`config.mk`:
```
export PLATFORM = sky130hd
export DESIGN_NAME = current_sensor_auto_ranger
export DESIGN_NICKNAME = d
export VERILOG_FILES = /design/src/design/csar_pkg.sv /design/src/design/csar_calc.sv /design/src/design/current_sensor_auto_ranger.sv
export SDC_FILE = /design/constraint.sdc
export NUM_CORES = 1
export LEC_CHECK = 0
export BUFFER_PORTS_ARGS = -buffer_cell sky130_fd_sc_hd__buf_4
export CORE_MARGIN = 8
export CORE_UTILIZATION = 60
export DETAILED_ROUTE_END_ITERATION = 12
export GPL_TIMING_DRIVEN = 0
export PLACE_DENSITY_LB_ADDON = 0.3
export SYNTH_ARGS = -nofsm -noshare
export SYNTH_HDL_FRONTEND = slang
export SYNTH_SLANG_ARGS = --single-unit
```
`constraint.sdc`:
```
create_clock -name clock -period 9.5 [get_ports clock]
set_input_delay 0.475 -clock clock [delete_from_list [all_inputs] [get_ports clock]]
set_output_delay 0.475 -clock clock [all_outputs]
set_load 0.05 [all_outputs]
```
`src/design/csar_pkg.sv`:
```
package csar_pkg;

   // Range codes
   localparam logic [2:0] RANGE_400MA  = 3'd0;
   localparam logic [2:0] RANGE_800MA  = 3'd1;
   localparam logic [2:0] RANGE_1600MA = 3'd2;
   localparam logic [2:0] RANGE_2000MA = 3'd3;
   localparam logic [2:0] RANGE_3200MA = 3'd4;

   localparam logic [2:0] RANGE_RESET = RANGE_2000MA;

   // Calibration words per range
   localparam logic [15:0] CALIB_400MA  = 16'd33554;
   localparam logic [15:0] CALIB_800MA  = 16'd16778;
   localparam logic [15:0] CALIB_1600MA = 16'd8308;
   localparam logic [15:0] CALIB_2000MA = 16'd6710;
   localparam logic [15:0] CALIB_3200MA = 16'd4196;

   // Current thresholds in 1/32768 mA units
   localparam logic signed [29:0] LIMIT_2000MA = 30'sd65536000;
   localparam logic signed [29:0] LIMIT_1600MA = 30'sd52428800;
   localparam logic signed [29:0] LIMIT_800MA  = 30'sd26214400;
   localparam logic signed [29:0] LIMIT_400MA  = 30'sd13107200;

   // Bus range threshold in mV
   localparam logic signed [17:0] LIMIT_16V = 18'sd16000;

   typedef struct packed {
      logic [15:0] calibration_word;
      logic [15:0] config_word;
      logic [2:0]  range_code;
   } result_type;

   // Full scale in mA; unused codes read as the largest range
   function automatic logic [11:0] full_scale(input logic [2:0] range);
      logic [11:0] fs;
      case (range)
         RANGE_400MA:  fs = 12'd400;
         RANGE_800MA:  fs = 12'd800;
         RANGE_1600MA: fs = 12'd1600;
         RANGE_2000MA: fs = 12'd2000;
         default:      fs = 12'd3200;
      endcase
      return fs;
   endfunction

   function automatic logic [15:0] calib_word(input logic [2:0] range);
      logic [15:0] cw;
      case (range)
         RANGE_400MA:  cw = CALIB_400MA;
         RANGE_800MA:  cw = CALIB_800MA;
         RANGE_1600MA: cw = CALIB_1600MA;
         RANGE_2000MA: cw = CALIB_2000MA;
         default:      cw = CALIB_3200MA;
      endcase
      return cw;
   endfunction

   // PGA gain field (gain minus one)
   function automatic logic [1:0] gain_bits(input logic [2:0] range);
      logic [1:0] g;
      case (range)
         RANGE_400MA:  g = 2'd0;
         RANGE_800MA:  g = 2'd1;
         RANGE_1600MA: g = 2'd2;
         default:      g = 2'd3;
      endcase
      return g;
   endfunction

endpackage

```
`src/design/csar_calc.sv`:
```
module csar_calc (
   input  logic                   clock,
   input  logic                   reset,
   input  logic                   step,
   input  logic signed [15:0]     current_raw,
   input  logic [15:0]            bus_raw,
   input  logic [15:0]            config_now,
   output csar_pkg::result_type   result
);

   logic [2:0]          active_range_ff, active_range_in;
   logic signed [27:0]  prev_current_ff, prev_current_in;
   logic [14:0]         prev_voltage_ff, prev_voltage_in;

   logic signed [28:0]  product;
   logic signed [27:0]  current;
   logic signed [29:0]  cur_pred;
   logic [14:0]         voltage;
   logic signed [17:0]  volt_pred;
   logic [2:0]          range;
   logic                sel_32v;

   // Scale current by the active full scale
   assign product = current_raw * $signed({1'b0, csar_pkg::full_scale(active_range_ff)});
   assign current = product[27:0];
   assign cur_pred = (30'(current) <<< 1) - 30'(prev_current_ff);

   // Bus voltage in mV: 4 mV per LSB of bits 15:3
   assign voltage   = {bus_raw[15:3], 2'b00};
   assign volt_pred = $signed({2'b00, voltage, 1'b0}) - $signed({3'b000, prev_voltage_ff});

   // Range selection, strict compares from the top down
   always_comb begin
      if (cur_pred > csar_pkg::LIMIT_2000MA) begin
         range = csar_pkg::RANGE_3200MA;
      end else if (cur_pred > csar_pkg::LIMIT_1600MA) begin
         range = csar_pkg::RANGE_2000MA;
      end else if (cur_pred > csar_pkg::LIMIT_800MA) begin
         range = csar_pkg::RANGE_1600MA;
      end else if (cur_pred > csar_pkg::LIMIT_400MA) begin
         range = csar_pkg::RANGE_800MA;
      end else begin
         range = csar_pkg::RANGE_400MA;
      end
   end

   assign sel_32v = (volt_pred > csar_pkg::LIMIT_16V);

   // Result assembly
   always_comb begin
      result.calibration_word = csar_pkg::calib_word(range);
      result.config_word      = {config_now[15:14], sel_32v,
                                 csar_pkg::gain_bits(range), config_now[10:0]};
      result.range_code       = range;
   end

   // History update when a request is processed
   always_comb begin
      active_range_in = active_range_ff;
      prev_current_in = prev_current_ff;
      prev_voltage_in = prev_voltage_ff;
      if (step) begin
         active_range_in = range;
         prev_current_in = current;
         prev_voltage_in = voltage;
      end
   end

   always_ff @(posedge clock) begin
      if (reset) begin
         active_range_ff <= csar_pkg::RANGE_RESET;
         prev_current_ff <= '0;
         prev_voltage_ff <= '0;
      end else begin
         active_range_ff <= active_range_in;
         prev_current_ff <= prev_current_in;
         prev_voltage_ff <= prev_voltage_in;
      end
   end

endmodule

```
`src/design/current_sensor_auto_ranger.sv`:
```
// Current sensor auto-ranger.
// Request channel (req_*): one sensor sample per request, the signed raw
// current word, the raw bus-voltage word and the present configuration word.
// Response channel (rsp_*): one response per request, in order, holding the
// calibration word, the updated configuration word and the chosen range code.
// Both channels use valid/ready; a transfer happens when both are high.
// A request is taken into the input register and its response then written
// to the result register, which drives rsp_valid. Throughput: one request
// per cycle while the receiver does not stall. Each sample is processed in
// the cycle it leaves the input register: one 16x13 multiply, a subtract
// and the range compares, which also update the range and history for the
// next sample. When the receiver stalls the response holds in the result
// register while one more request is still taken into the input register;
// req_ready drops only when both registers are full.
// Reset (synchronous, active high) empties both registers, sets the active
// range to 2000 mA and clears the current and voltage history.
module current_sensor_auto_ranger (
   input  logic               clock,
   input  logic               reset,
   input  logic               req_valid,
   output logic               req_ready,
   input  logic signed [15:0] req_current_raw,
   input  logic [15:0]        req_bus_raw,
   input  logic [15:0]        req_config_now,
   output logic               rsp_valid,
   input  logic               rsp_ready,
   output logic [15:0]        rsp_calibration_word,
   output logic [15:0]        rsp_config_word,
   output logic [2:0]         rsp_range_code
);

   logic                   in_valid_ff, in_valid_in;
   logic signed [15:0]     current_raw_ff, current_raw_in;
   logic [15:0]            bus_raw_ff, bus_raw_in;
   logic [15:0]            config_now_ff, config_now_in;
   logic                   out_valid_ff, out_valid_in;
   csar_pkg::result_type   result_ff, result_in;
   csar_pkg::result_type   calc_result;
   logic                   out_free;
   logic                   advance;
   logic                   req_fire;

   // Handshake control
   assign out_free  = !out_valid_ff || rsp_ready;
   assign advance   = in_valid_ff && out_free;
   assign req_ready = !in_valid_ff || advance;
   assign req_fire  = req_valid && req_ready;

   csar_calc u_calc (
      .clock       (clock),
      .reset       (reset),
      .step        (advance),
      .current_raw (current_raw_ff),
      .bus_raw     (bus_raw_ff),
      .config_now  (config_now_ff),
      .result      (calc_result)
   );

   // Input register
   always_comb begin
      in_valid_in    = in_valid_ff;
      current_raw_in = current_raw_ff;
      bus_raw_in     = bus_raw_ff;
      config_now_in  = config_now_ff;
      if (req_fire) begin
         in_valid_in    = 1'b1;
         current_raw_in = req_current_raw;
         bus_raw_in     = req_bus_raw;
         config_now_in  = req_config_now;
      end else if (advance) begin
         in_valid_in = 1'b0;
      end
   end

   // Result register
   always_comb begin
      out_valid_in = out_valid_ff;
      result_in    = result_ff;
      if (advance) begin
         out_valid_in = 1'b1;
         result_in    = calc_result;
      end else if (rsp_ready) begin
         out_valid_in = 1'b0;
      end
   end

   always_ff @(posedge clock) begin
      if (reset) begin
         in_valid_ff  <= 1'b0;
         out_valid_ff <= 1'b0;
      end else begin
         in_valid_ff  <= in_valid_in;
         out_valid_ff <= out_valid_in;
      end
   end

   always_ff @(posedge clock) begin
      current_raw_ff <= current_raw_in;
      bus_raw_ff     <= bus_raw_in;
      config_now_ff  <= config_now_in;
      result_ff      <= result_in;
   end

   assign rsp_valid            = out_valid_ff;
   assign rsp_calibration_word = result_ff.calibration_word;
   assign rsp_config_word      = result_ff.config_word;
   assign rsp_range_code       = result_ff.range_code;

endmodule

```
After elaboration in Yosys (flattened, before gate mapping)
Cells that the tools add are included.
- bits in read-only memories: 0
- memories kept: 0
- word-level logic and storage cells: 46
- latch bits: 0
- register bits after elaboration: 129
- memory bits (writable): 0
- output and inout port bits: 37
- input port bits: 52
- bitwise logic cells: 0
- shifts and indexed selects: 0
- multipliers: 1
- $lt $le $gt $ge: 5
- eq/ne operators: 6
- reduce and logical (&&, ||, !) cells: 10
- add/subtract/negate cells: 2
- divide/modulo/power cells: 0
- multiplexer cells: 11
- operator list (kind ; count):
    $pmux W16 S4 ; 1
    $gt A30 B27 Y1 const B ; 2
    $pmux W12 S4 ; 1
    $gt A30 B25 Y1 const B ; 1
    $gt A30 B26 Y1 const B ; 1
    $sub A29 B28 Y30 ; 1
    $mul A16 B13 Y28 ; 1
    $gt A18 B15 Y1 const B ; 1
    $sub A16 B15 Y17 ; 1
    $eq A3 B2 Y1 const B ; 4
    $mux W3 ; 3
    $eq A3 B1 Y1 const B ; 2
    $logic_not A3 Y1 ; 2
    $pmux W2 S3 ; 1
    $mux W1 ; 5
    $reduce_bool A2 Y1 ; 2
    $logic_and A1 B1 Y1 ; 2
    $logic_not A1 Y1 ; 2
    $logic_or A1 B1 Y1 ; 2

Logic depth before layout (Yosys ltp)
Gate-level depths: netlist (run 1).
- word-level depth: 11
- gate-level depth with buffers: 37
- depth with buffers taken out: 33

Cells and area by module
Synthesis (run 1) repeated with hierarchy kept, for this count alone.
- cells, all modules: 1118
- area total of the unflattened synthesis: 11040.6 µm²
- by module, submodules not included (module ; seq. area each (µm²) ; times used ; cells each ; area an instance (µm²)):
    csar_calc ; 800.8 ; 1 ; 1025 ; 8444.3
    current_sensor_auto_ranger ; 2532.4 ; 1 ; 93 ; 2596.2

Least setup slack after synthesis (run 1)
Ideal clock, no wire load.
- path type: register to register
- from: register u_calc.active_range_ff[2]
- to: register result_ff, in the netlist rsp_calibration_word[6], data pin
- setup slack: 1.868 ns
- cell stages (with the launch flop): 34
- data required time: 9.241 ns
- data arrival time: 7.372 ns
- cells stage by stage: dfxtp_1 -> clkbuf_1 -> nor2_1 -> clkbuf_1 -> nand2_1 -> fa_1 -> inv_1 -> fa_1 -> inv_1 -> fa_1 -> inv_1 -> fa_1 -> ha_1 -> ha_1 -> a21oi_1 -> o21ai_0 -> a21oi_1 -> o21ai_0 -> a21o_1 -> a21oi_1 -> xnor2_1 -> ha_1 -> nand4_1 -> or2_1 -> a2111oi_4 -> nor3_2 -> o31ai_2 -> nand3b_1 -> a211oi_2 -> o311a_1 -> or2_2 -> buf_4 -> nor2_2 -> or2_1
- word-level cells in the longest chain between the ends: 11
- elaborated cells on any way between the ends: 20
- classes of those cells: 1 x add/sub; 1 x mul; 4 x order compare; 6 x eq/ne; 6 x mux; 2 x reduce/logical
- RTL lines (item ; line ; RTL):
    from (decl) ; csar_calc.sv:11 ; logic [2:0] active_range_ff, active_range_in;
    from (signal assigned) ; csar_calc.sv:71 ; active_range_ff <= csar_pkg::RANGE_RESET;
    from (signal assigned) ; csar_calc.sv:75 ; active_range_ff <= active_range_in;
    $eq A3 B2 Y1 (tied with other cells) ; csar_pkg.sv:37 ; case (range)
    $pmux W12 S4 (*) ; csar_pkg.sv:37 ;
    $mul A16 B13 Y28 (*) ; csar_calc.sv:24 ; assign product = current_raw * $signed({1'b0, csar_pkg::full_scale(active_range_ff)});
    via u_calc.product[18] ; csar_calc.sv:15 ; logic signed [28:0] product;
    $sub A29 B28 Y30 (*) ; csar_calc.sv:26 ; assign cur_pred = (30'(current) <<< 1) - 30'(prev_current_ff);
    $gt A30 B25 Y1 ; csar_calc.sv:40 ; end else if (cur_pred > csar_pkg::LIMIT_400MA) begin
    $mux W1 ; csar_calc.sv:40 ;
    $mux W3 ; csar_calc.sv:38 ; end else if (cur_pred > csar_pkg::LIMIT_800MA) begin
    $mux W3 ; csar_calc.sv:36 ; end else if (cur_pred > csar_pkg::LIMIT_1600MA) begin
    $mux W3 (*) ; csar_calc.sv:34 ; if (cur_pred > csar_pkg::LIMIT_2000MA) begin
    $eq A3 B2 Y1 (tied with other cells) ; csar_pkg.sv:49 ; case (range)
    $pmux W16 S4 (*) ; csar_pkg.sv:49 ;
    to (signal assigned) ; current_sensor_auto_ranger.sv:101 ; result_ff <= result_in;
    to (decl) ; current_sensor_auto_ranger.sv:37 ; csar_pkg::result_type result_ff, result_in;
Mark *: on every way through the listed nets, which the timed path passes. The rest lies on a longest branch.
A chain may end at the register's enable or synchronous reset.

Worst setup path in the final report (run 1)
- from: register u_calc.active_range_ff[2]
- to: register result_ff, in the netlist rsp_config_word[11], data pin
- word-level cells in the longest chain between the ends: 11
- elaborated cells on any way between the ends: 19
- classes of those cells: 1 x add/sub; 1 x mul; 4 x order compare; 5 x eq/ne; 6 x mux; 2 x reduce/logical
- RTL lines (item ; line ; RTL):
    $eq A3 B2 Y1 (tied with other cells) ; csar_pkg.sv:37 ;
    $pmux W12 S4 (*) ; csar_pkg.sv:37 ;
    $mul A16 B13 Y28 (*) ; csar_calc.sv:24 ;
    via u_calc.product[23] ; csar_calc.sv:15 ;
    $sub A29 B28 Y30 (*) ; csar_calc.sv:26 ;
    $gt A30 B25 Y1 ; csar_calc.sv:40 ;
    $mux W1 ; csar_calc.sv:40 ;
    $mux W3 ; csar_calc.sv:38 ;
    $mux W3 ; csar_calc.sv:36 ;
    $mux W3 (*) ; csar_calc.sv:34 ;
    $eq A3 B2 Y1 (tied with other cells) ; csar_pkg.sv:62 ; case (range)
    $pmux W2 S3 (*) ; csar_pkg.sv:62 ;
Marked as above.

==> out/results.tsv, run 1 <==
stage	metric	value	unit
run_status	status	finished clean	
yosys	largest cells by area after synthesis	edfxtp_1 (21%), fa_1 (19%), ha_1 (12%)	
yosys	Yosys Warn Count	0	
sta	Final Setup Violations	0	
clock_tree	TritonCTS clock tree	done	
setup_path	WP data required	9.67	ns
die	Top-Level Pins	89	
setup_path	startpoint types	flip-flop	
route	vias per cell	5.685	
worst_hold_path	hold depth	1	
yosys	number of synthesized flops with an enable pin	72	
yosys	Yosys cell types	70	
worst_hold_path	Hold EP	config_now_ff[9]	
setup_path	RR Startpoint	u_calc.active_range_ff[2]	
worst_hold_path	Worst Hold Class	in -> reg	
setup_path	CP endpoint kind	flip-flop	
global_route	met1 Track Usage GR	28.75	%
yosys	register area share after synthesis	28.76	%
route	drt drc	0	
route	Total Routed Length	24.68	mm
yosys	number of synthesized register bits	114	
sta	unrepaired setup endpoints after global routing	false	
setup_path	crit path kind	reg -> reg	
setup_path	Reg2Reg Depth	32	
die	Core Area	17180	sq um
global_route	M3 GR Usage	4.463	%
yosys	dominant synthesized flop cell	edfxtp_1	
die	width of the die	147.9	um
setup_path	CP arrival	9.11	ns
global_route	GRT met2 Usage	40.53	%
route	first-pass detailed-route iteration total	5	
die	num rows	48	
yosys	Yosys top cell by area	edfxtp_1	
yosys	Post-Syn Area	10440	sq um
route	drt wl/cell	17.18	um
placed_design	GP Congestion	0.9250	
placed_design	# port buffers	79	
sta	Max Fclk	111.9	MHz
yosys	mean area per synthesized cell	9.500	sq um
global_route	vias in the first global route	8392	
clock_tree	clk_lat worst skew	0.43	ns
die	Initial Util	60.78	%
route	number of DRC markers in iteration 0	429	
setup_path	critical path peak fanout	10	
global_route	GRT overflow	0	
sta	Worst Hold Slack	0.2207	ns
route	Vias	8169	
layout	Area growth syn-to-layout	14.51	%
worst_hold_path	Min-Delay Startpoint	req_config_now[9]	
sta	fin crit share	94.10	%
layout	Layout Nets	1453	
setup_path	reg2reg end	rsp_config_word[11]	
yosys	top-area cell type share of the netlist area	20.71	%
sta	worst-margin pin slew	0.9512	ns
global_route	largest net degree at the start of global routing	40	
setup_path	max incr delay on CP	0.56	ns
global_route	first-pass GRT wire length	40.90	mm
clock_tree	CTS sink count	114	
global_route	GRT Max-Usage Layer	met2	
sta	Slew HR	36.59	%
layout	antenna cells	0	
setup_path	FF-to-FF setup slack	0.56	ns
sta	crit path time final	8.939	ns
die	area of the die	21880	sq um
clock_tree	htree depth	4	
clock_tree	clock root cell	clkbuf_16	
die	Die Y	147.9	um
sta	setup TNS	0	ns
global_route	All-Layer GR Usage	23.42	%
job	max_cap viols	0	
sta	Worst Clk Skew	0.01235	ns
clock_tree	CTS Buf Count	17	
layout	layout cell share with drive strength beyond 1	12.95	%
placed_design	hpwl dp	18.93	mm
clock_tree	clk buf depth	2	
sta	Fin. Hold Viols	0	
setup_path	slowest cell on the critical path	fa_1	
global_route	initial antenna violation count	0	
sta	Slew Viols, Final	0	
yosys	Post-Synthesis Cells	1099	
route	Antenna Violating Nets Remaining	0	
yosys	asr flop ratio synth	0	%
clock_tree	clk slew on worst S/H paths	0.07	ns
-- cell families (layout without fill, tap and decap cells) --
group / count (synthesis) / after routing / synth area share, %
XOR/XNOR: 41 / 41 / 3.571
buffers and inverters: 179 / 291 / 6.771
other: 1 / 2 / 0.03592
multiplexers: 3 / 3 / 0.2876
AND/OR/NAND/NOR: 364 / 364 / 17.03
AO/OA/AOI/OAI: 195 / 195 / 12.07
adder cells (fa/ha/maj): 202 / 202 / 31.47
flip-flops: 114 / 114 / 28.76
-- registers in the layout, summed over array words and instances (netlist names) --
register,count
config_now_ff,13
rsp_calibration_word,11
bus_raw_ff,13
rsp_valid,1
u_calc.prev_voltage_ff,13
in_valid_ff,1
u_calc.prev_current_ff,24
rsp_range_code,3
current_raw_ff,16
u_calc.active_range_ff,3
rsp_config_word,16
-- cell usage after synthesis (4+ instances only) --
cell type / count
nand4_1: 9
nor3_1: 14
and3_1: 6
or2_2: 6
nor2b_1: 26
o211ai_1: 7
nand2b_1: 10
clkbuf_1: 24
nand3_1: 13
fa_1: 101
and2_1: 49
o21ai_0: 27
buf_4: 7
a211oi_1: 7
dfxtp_1: 42
xor2_1: 14
nand2_1: 162
a21oi_1: 79
ha_1: 101
a31oi_1: 10
inv_1: 138
xnor2_1: 26
nand3b_1: 4
nor2_1: 42
buf_2: 7
edfxtp_1: 72
o21a_1: 8
a21o_1: 13
or3_1: 5
a21boi_0: 5
-- critical path, delay by kind of cell, from the launching register on --
kind                       cells  cell delay [ns]
xor gates and xnor gates       2             0.40
adders and majority gates      8             2.99
DFF                            1             0.34
and+or+nand+nor                6             1.22
buffers and inverters          6             1.03
AOI/OAI and AO/OA             10             2.74
-- area by class of cell --
type                       instances  area, sq um
buffer                            41        196.4
fill                            1323         5221
timing repair buffer              80        620.6
clock buffer                      17        425.4
inverter                         138        518.0
clock inverter                    15        163.9
tap                              225        281.5
multi-input combinational        807         6746
sequential                       114         3003
-- repair_timing --
action,CTS,global route
hold buffers,0,0
endpoints found under the setup margin,0,18
gates resized for setup,0,15
setup buffers,0,0
-- layout by cell type, fill, tap and decap left out, drive strengths merged, types with 30 or more instances in the layout --
cell    count
nand2     162
inv       147
fa        101
ha        101
buf        97
a21oi      80
edfxtp     72
and2       49
nor2       43
dfxtp      42
clkbuf     41
o21ai      30
-- stage by stage --
step,area [sq um],utilization (%),worst slack [ns],std cells
finish,11960,69.60,0.5606,1437
global route,11960,69.60,0.01787,1437
CTS,11940,69.50,0.1107,1437
detailed placement,11350,66.07,0.1922,1405
global placement,11320,65.89,0.3188,1404
floorplan,10440,-,1.868,1100
-- worst max path at each step --
| stage | start | to | slack, ns | cells past startpoint |
|---|---|---|---|---|
| 3_3_place_gp | u_calc.active_range_ff[2] | rsp_calibration_word[9] | 0.32 | 33 |
| 3_5_place_dp | u_calc.active_range_ff[2] | rsp_calibration_word[9] | 0.19 | 33 |
| 5_1_grt | u_calc.active_range_ff[2] | rsp_range_code[0] | 0.02 | 32 |
| 2_1_floorplan | u_calc.active_range_ff[2] | rsp_calibration_word[6] | 1.87 | 33 |
| 4_1_cts | u_calc.active_range_ff[2] | rsp_config_word[11] | 0.11 | 33 |
| 6_report | u_calc.active_range_ff[2] | rsp_config_word[11] | 0.56 | 32 |
-- per-layer routing --
layer	share of wire, %	wire length (um)
met1	42	10310
met2	50	12410
met3	5.8	1426
met4	2.2	539
met5	0	0
Power of run 1 is not shown: default switching activity piles up to over one toggle a cycle in this logic, so the estimate is an artifact.
==> inputs of run 2 (changes only) <==
--- a/config.mk
+++ b/config.mk
@@ -5,9 +5,10 @@
 export SDC_FILE = /design/constraint.sdc
 export NUM_CORES = 1
 export LEC_CHECK = 0
+export ABC_CLOCK_PERIOD_IN_PS = 9500
 export BUFFER_PORTS_ARGS = -buffer_cell sky130_fd_sc_hd__buf_4
 export CORE_MARGIN = 8
-export CORE_UTILIZATION = 60
+export CORE_UTILIZATION = 25
 export DETAILED_ROUTE_END_ITERATION = 12
 export GPL_TIMING_DRIVEN = 0
 export PLACE_DENSITY_LB_ADDON = 0.3
==> out/results.tsv, run 2 (same netlist as run 1, synthesis figures left out) <==
stage	metric	value	unit	change
run_status	status	finished clean		
sta	Fin. Hold Viols	0		unchanged
global_route	GRT overflow	0		unchanged
worst_hold_path	hold depth	1		unchanged
sta	unrepaired setup endpoints after global routing	false		
route	first-pass detailed-route iteration total	4		-1
setup_path	Reg2Reg Depth	35		+9.4%
worst_hold_path	Hold EP	current_raw_ff[5]		
global_route	vias in the first global route	8096		-3.5%
sta	Max Fclk	112.1	MHz	+0.19%
sta	Slew HR	51.84	%	+15 points
clock_tree	TritonCTS clock tree	done		
die	Top-Level Pins	89		unchanged
layout	layout cell share with drive strength beyond 1	13.11	%	+0.15 points
placed_design	dpl cells	1720		+22%
job	max_cap viols	0		unchanged
global_route	All-Layer GR Usage	11.36	%	-12 points
sta	Final Setup Violations	0		unchanged
die	Initial Util	25.11	%	-36 points
setup_path	startpoint types	flip-flop		
route	number of DRC markers in iteration 0	360		-16%
layout	antenna cells	0		unchanged
setup_path	critical path peak fanout	10		unchanged
route	Vias	7973		-2.4%
route	Total Routed Length	26.12	mm	+5.8%
clock_tree	clk buf depth	2		unchanged
setup_path	RR Startpoint	u_calc.active_range_ff[2]		
layout	max reg flops	24		unchanged
sta	Worst Clk Skew	0.01355	ns	+0.001202 ns
route	Antenna Violating Nets Remaining	0		unchanged
placed_design	GP Congestion	0.8303		-10%
setup_path	WP data required	9.68	ns	about the same
setup_path	crit path launch	u_calc.active_range_ff[2]		
worst_hold_path	Worst Hold Class	in -> reg		
clock_tree	CTS Buf Count	17		unchanged
global_route	largest net degree at the start of global routing	30		-25%
setup_path	crit path kind	reg -> reg		
global_route	initial antenna violation count	1		+1
die	width of the die	220.4	um	+49%
route	vias per cell	4.551		-20%
setup_path	CP endpoint kind	flip-flop		
clock_tree	post-CTS setup buffer count	0		unchanged
die	area of the die	48550	sq um	+120%
setup_path	max incr delay on CP	0.55	ns	about the same
layout	Area growth syn-to-layout	18.24	%	
die	Die Y	220.4	um	+49%
layout	fillcell total	4329		+230%
placed_design	hpwl dp	20.94	mm	+11%
die	Core Area	41570	sq um	+140%
setup_path	reg2reg end	rsp_calibration_word[6]		
route	drt wl/cell	14.91	um	-13%
die	num rows	75		+56%
clock_tree	htree depth	4		unchanged
setup_path	CP arrival	9.10	ns	about the same
layout	commonest non-fill, non-tap cell in the layout	nand2_1		
route	drt drc	0		unchanged
clock_tree	clk slew on worst S/H paths	0.06	ns	about the same
setup_path	FF-to-FF setup slack	0.58	ns	+0.02 ns
sta	Slew Viols, Final	0		unchanged
sta	crit path time final	8.923	ns	-0.01676 ns
setup_path	slowest cell on the critical path	fa_1		
placed_design	DP Area	11750	sq um	+3.6%
clock_tree	clk_lat worst skew	0.44	ns	about the same
sta	worst-margin pin slew	0.7224	ns	-0.2289 ns
sta	fin crit share	93.92	%	-0.18 points
global_route	first-pass GRT wire length	43.11	mm	+5.4%
sta	setup ws final	0.5773	ns	+0.01676 ns
placed_design	# port buffers	79		unchanged
placed_design	worst slack, placed	-0.2568	ns	-0.4491 ns
layout	Non-Filler Instances	1752		+22%
layout	fin area	12340	sq um	+3.3%
clock_tree	CTS sink count	114		unchanged
worst_hold_path	Min-Delay Startpoint	req_current_raw[5]		
layout	Layout Nets	1454		+0.069%
layout	largest register by flop count	u_calc.prev_current_ff		
layout	most frequent cells in the layout	nand2_1 (162), inv_1 (138), fa_1 (101), ha_1 (101), buf_4 (86)		
clock_tree	clock root cell	clkbuf_16		
-- run 2: critical path, delay by kind of cell, from the launching register on --
family / cells / cell delay (ns)
AOI/OAI and AO/OA: 12 / 2.75
buffers and inverters: 7 / 1.17
and+or+nand+nor: 7 / 1.09
adders and majority gates: 7 / 2.96
DFF: 1 / 0.33
xor gates and xnor gates: 2 / 0.35
-- run 2: per-stage QoR --
step                hold slack, ns  TNS (ns)  util [%]
floorplan                   0.4003         0         -
global placement            0.4009   -0.7737     28.17
detailed placement          0.4045    -1.002     28.27
CTS                         0.1732         0     29.60
global route                0.1862         0     29.69
finish                      0.2154         0     29.69
-- run 2: worst max-delay path by stage --
stage | endpoint | slack [ns] | depth (start not counted)
final | rsp_calibration_word[6] | 0.58 | 35
after global routing | rsp_calibration_word[6] | 0.01 | 35
after CTS | rsp_range_code[0] | 0.03 | 32
after detailed placement | rsp_range_code[0] | -0.26 | 33
after global placement | rsp_range_code[0] | -0.22 | 33
after floorplan | rsp_calibration_word[6] | 1.87 | 33
-- run 2: what timing repair did --
item                                    in CTS  in global routing
endpoints found under the setup margin       9                 19
pin swaps                                    0                  0
hold endpoints to repair                     0                  0
resized for setup                            5                 14
hold buffers                                 0                  0
-- run 2: area by class of cell --
class | count | area [sq um] | area share [%]
multi-input combinational | 807 | 6773 | 54.87
sequential | 114 | 3003 | 24.33
tap | 539 | 674.4 | 5.463
timing repair buffer | 81 | 633.1 | 5.129
inverter | 138 | 518.0 | 4.196
clock buffer | 19 | 432.9 | 3.507
buffer | 41 | 197.7 | 1.601
clock inverter | 13 | 112.6 | 0.9122
-- run 2: layer usage --
metal	GRT usage [%]	up-vias	share of wire, %
met5	0	-	0.050
met4	3.581	2	1.1
met3	2.378	17	4.5
met2	17.79	152	46
met1	15.52	3915	48
li1	-	3887	-
Power of run 2 is left out for the same reason.
==> inputs of run 3 (changes only) <==
--- a/config.mk
+++ b/config.mk
@@ -8,10 +8,10 @@
 export ABC_CLOCK_PERIOD_IN_PS = 9500
 export BUFFER_PORTS_ARGS = -buffer_cell sky130_fd_sc_hd__buf_4
 export CORE_MARGIN = 8
-export CORE_UTILIZATION = 25
+export CORE_UTILIZATION = 50
 export DETAILED_ROUTE_END_ITERATION = 12
 export GPL_TIMING_DRIVEN = 0
-export PLACE_DENSITY_LB_ADDON = 0.3
+export PLACE_DENSITY_LB_ADDON = 0.2
 export SYNTH_ARGS = -nofsm -noshare
 export SYNTH_HDL_FRONTEND = slang
 export SYNTH_SLANG_ARGS = --single-unit
==> out/results.tsv, run 3 (same netlist as run 1, synthesis figures left out) <==
stage	metric	value	unit	change
clock_tree	clk buf depth	2		unchanged
worst_hold_path	Hold EP	config_now_ff[9]		
die	area of the die	25760	sq um	-47%
clock_tree	clk_lat worst skew	0.43	ns	about the same
setup_path	WP data required	9.69	ns	about the same
job	max_cap viols	0		unchanged
setup_path	CP arrival	9.06	ns	-0.04 ns
route	Total Routed Length	24.06	mm	-7.9%
run_status	status	finished clean		
layout	Non-Filler Instances	1488		-15%
placed_design	DP Area	11420	sq um	-2.8%
route	vias per cell	5.298		+16%
die	num rows	53		-29%
placed_design	hpwl dp	18.80	mm	-10%
placed_design	dpl cells	1456		-15%
global_route	initial antenna violation count	0		-1
setup_path	RR Startpoint	u_calc.active_range_ff[2]		
setup_path	critical path peak fanout	10		unchanged
layout	antenna cells	0		unchanged
sta	Slew HR	53.36	%	+1.5 points
layout	max reg flops	24		unchanged
die	Die Y	160.5	um	-27%
route	Antenna Violating Nets Remaining	0		unchanged
global_route	largest net degree at the start of global routing	39		+30%
die	width of the die	160.5	um	-27%
sta	Worst Clk Skew	0.01728	ns	+0.003728 ns
sta	crit path time final	8.878	ns	-0.04463 ns
placed_design	# port buffers	79		unchanged
die	Top-Level Pins	89		unchanged
worst_hold_path	Worst Hold Class	in -> reg		
sta	fin crit share	93.45	%	-0.47 points
layout	fillcell total	1837		-58%
worst_hold_path	Min-Delay Startpoint	req_config_now[9]		
layout	most frequent cells in the layout	nand2_1 (162), inv_1 (138), fa_1 (101), ha_1 (101), buf_4 (86)		
setup_path	slowest cell on the critical path	fa_1		
clock_tree	htree depth	4		unchanged
global_route	vias in the first global route	8170		+0.91%
die	Core Area	20760	sq um	-50%
setup_path	max incr delay on CP	0.55	ns	about the same
clock_tree	CTS sink count	114		unchanged
clock_tree	clk slew on worst S/H paths	0.07	ns	about the same
layout	fin area	12060	sq um	-2.3%
route	number of DRC markers in iteration 0	377		+4.7%
sta	Slew Viols, Final	0		unchanged
sta	Final Setup Violations	0		unchanged
worst_hold_path	hold depth	1		unchanged
clock_tree	clock root cell	clkbuf_16		
route	drt wl/cell	16.17	um	+8.4%
layout	commonest non-fill, non-tap cell in the layout	nand2_1		
setup_path	startpoint types	flip-flop		
sta	Fin. Hold Viols	0		unchanged
die	Initial Util	50.30	%	+25 points
clock_tree	CTS Buf Count	17		unchanged
route	first-pass detailed-route iteration total	5		+1
global_route	All-Layer GR Usage	19.49	%	+8.1 points
setup_path	reg2reg end	rsp_calibration_word[6]		
layout	Layout Nets	1454		unchanged
sta	worst-margin pin slew	0.6970	ns	-0.02534 ns
setup_path	crit path kind	reg -> reg		
global_route	GRT overflow	0		unchanged
placed_design	GP Congestion	0.8924		+7.5%
clock_tree	TritonCTS clock tree	done		
layout	layout cell share with drive strength beyond 1	12.94	%	-0.16 points
route	Vias	7884		-1.1%
layout	largest register by flop count	u_calc.prev_current_ff		
setup_path	CP endpoint kind	flip-flop		
global_route	first-pass GRT wire length	40.35	mm	-6.4%
setup_path	FF-to-FF setup slack	0.62	ns	+0.04 ns
layout	Area growth syn-to-layout	15.50	%	
route	drt drc	0		unchanged
setup_path	Reg2Reg Depth	35		unchanged
sta	Max Fclk	112.6	MHz	+0.50%
==> run 3: area by class of cell <==
type,count,area [sq um],share of cell area [%]
repair buffers,81,633.1,5.251
multi-input cells,807,6741,55.91
flip-flops and latches,114,3003,24.90
well taps,275,344.1,2.854
plain buffers,41,197.7,1.640
inverters,138,518.0,4.296
clock inverters,15,195.2,1.619
clock buffers,17,425.4,3.528
==> run 3: routing by layer <==
metal,wire (um),global-route usage [%]
met4,435,6.330
met1,10620,24.53
met5,0,0
met3,1135,4.300
met2,11860,32.72
==> run 3: through the flow <==
step,setup WS [ns],hold slack [ns],util [%],setup TNS [ns]
after global routing,-0.004403,0.2044,58.09,-0.005999
after floorplan,1.868,0.4003,-,0
after detailed placement,0.1725,0.4045,55.04,0
after CTS,0.09415,0.2092,58.03,0
final,0.6220,0.2170,58.09,0
after global placement,0.2091,0.4004,54.83,0
==> run 3: worst max-delay path by stage <==
stage	from	end	slack (ns)	cells after the start
after floorplan	u_calc.active_range_ff[2]	rsp_calibration_word[6]	1.87	33
after global placement	u_calc.active_range_ff[2]	rsp_range_code[0]	0.21	33
after detailed placement	u_calc.active_range_ff[2]	rsp_calibration_word[6]	0.17	34
after CTS	u_calc.active_range_ff[2]	rsp_config_word[11]	0.09	33
after global routing	u_calc.active_range_ff[2]	rsp_range_code[0]	-0.004	34
final	u_calc.active_range_ff[2]	rsp_calibration_word[6]	0.62	35
==> run 3: timing repair <==
action	4_1_cts	5_1_grt
endpoints found under the setup margin	0	18
hold buffers	0	0
setup buffers	0	0
gates resized for setup	0	15
==> run 3: critical path, delay by kind of cell (launching register included) <==
family          cells  cell delay [ns]
compound gates     12             2.82
buf+inv             7             1.08
simple gates        7             1.08
flops               1             0.34
fa+ha+maj           7             2.91
xor+xnor            2             0.40
Power of run 3 is left out for the same reason.
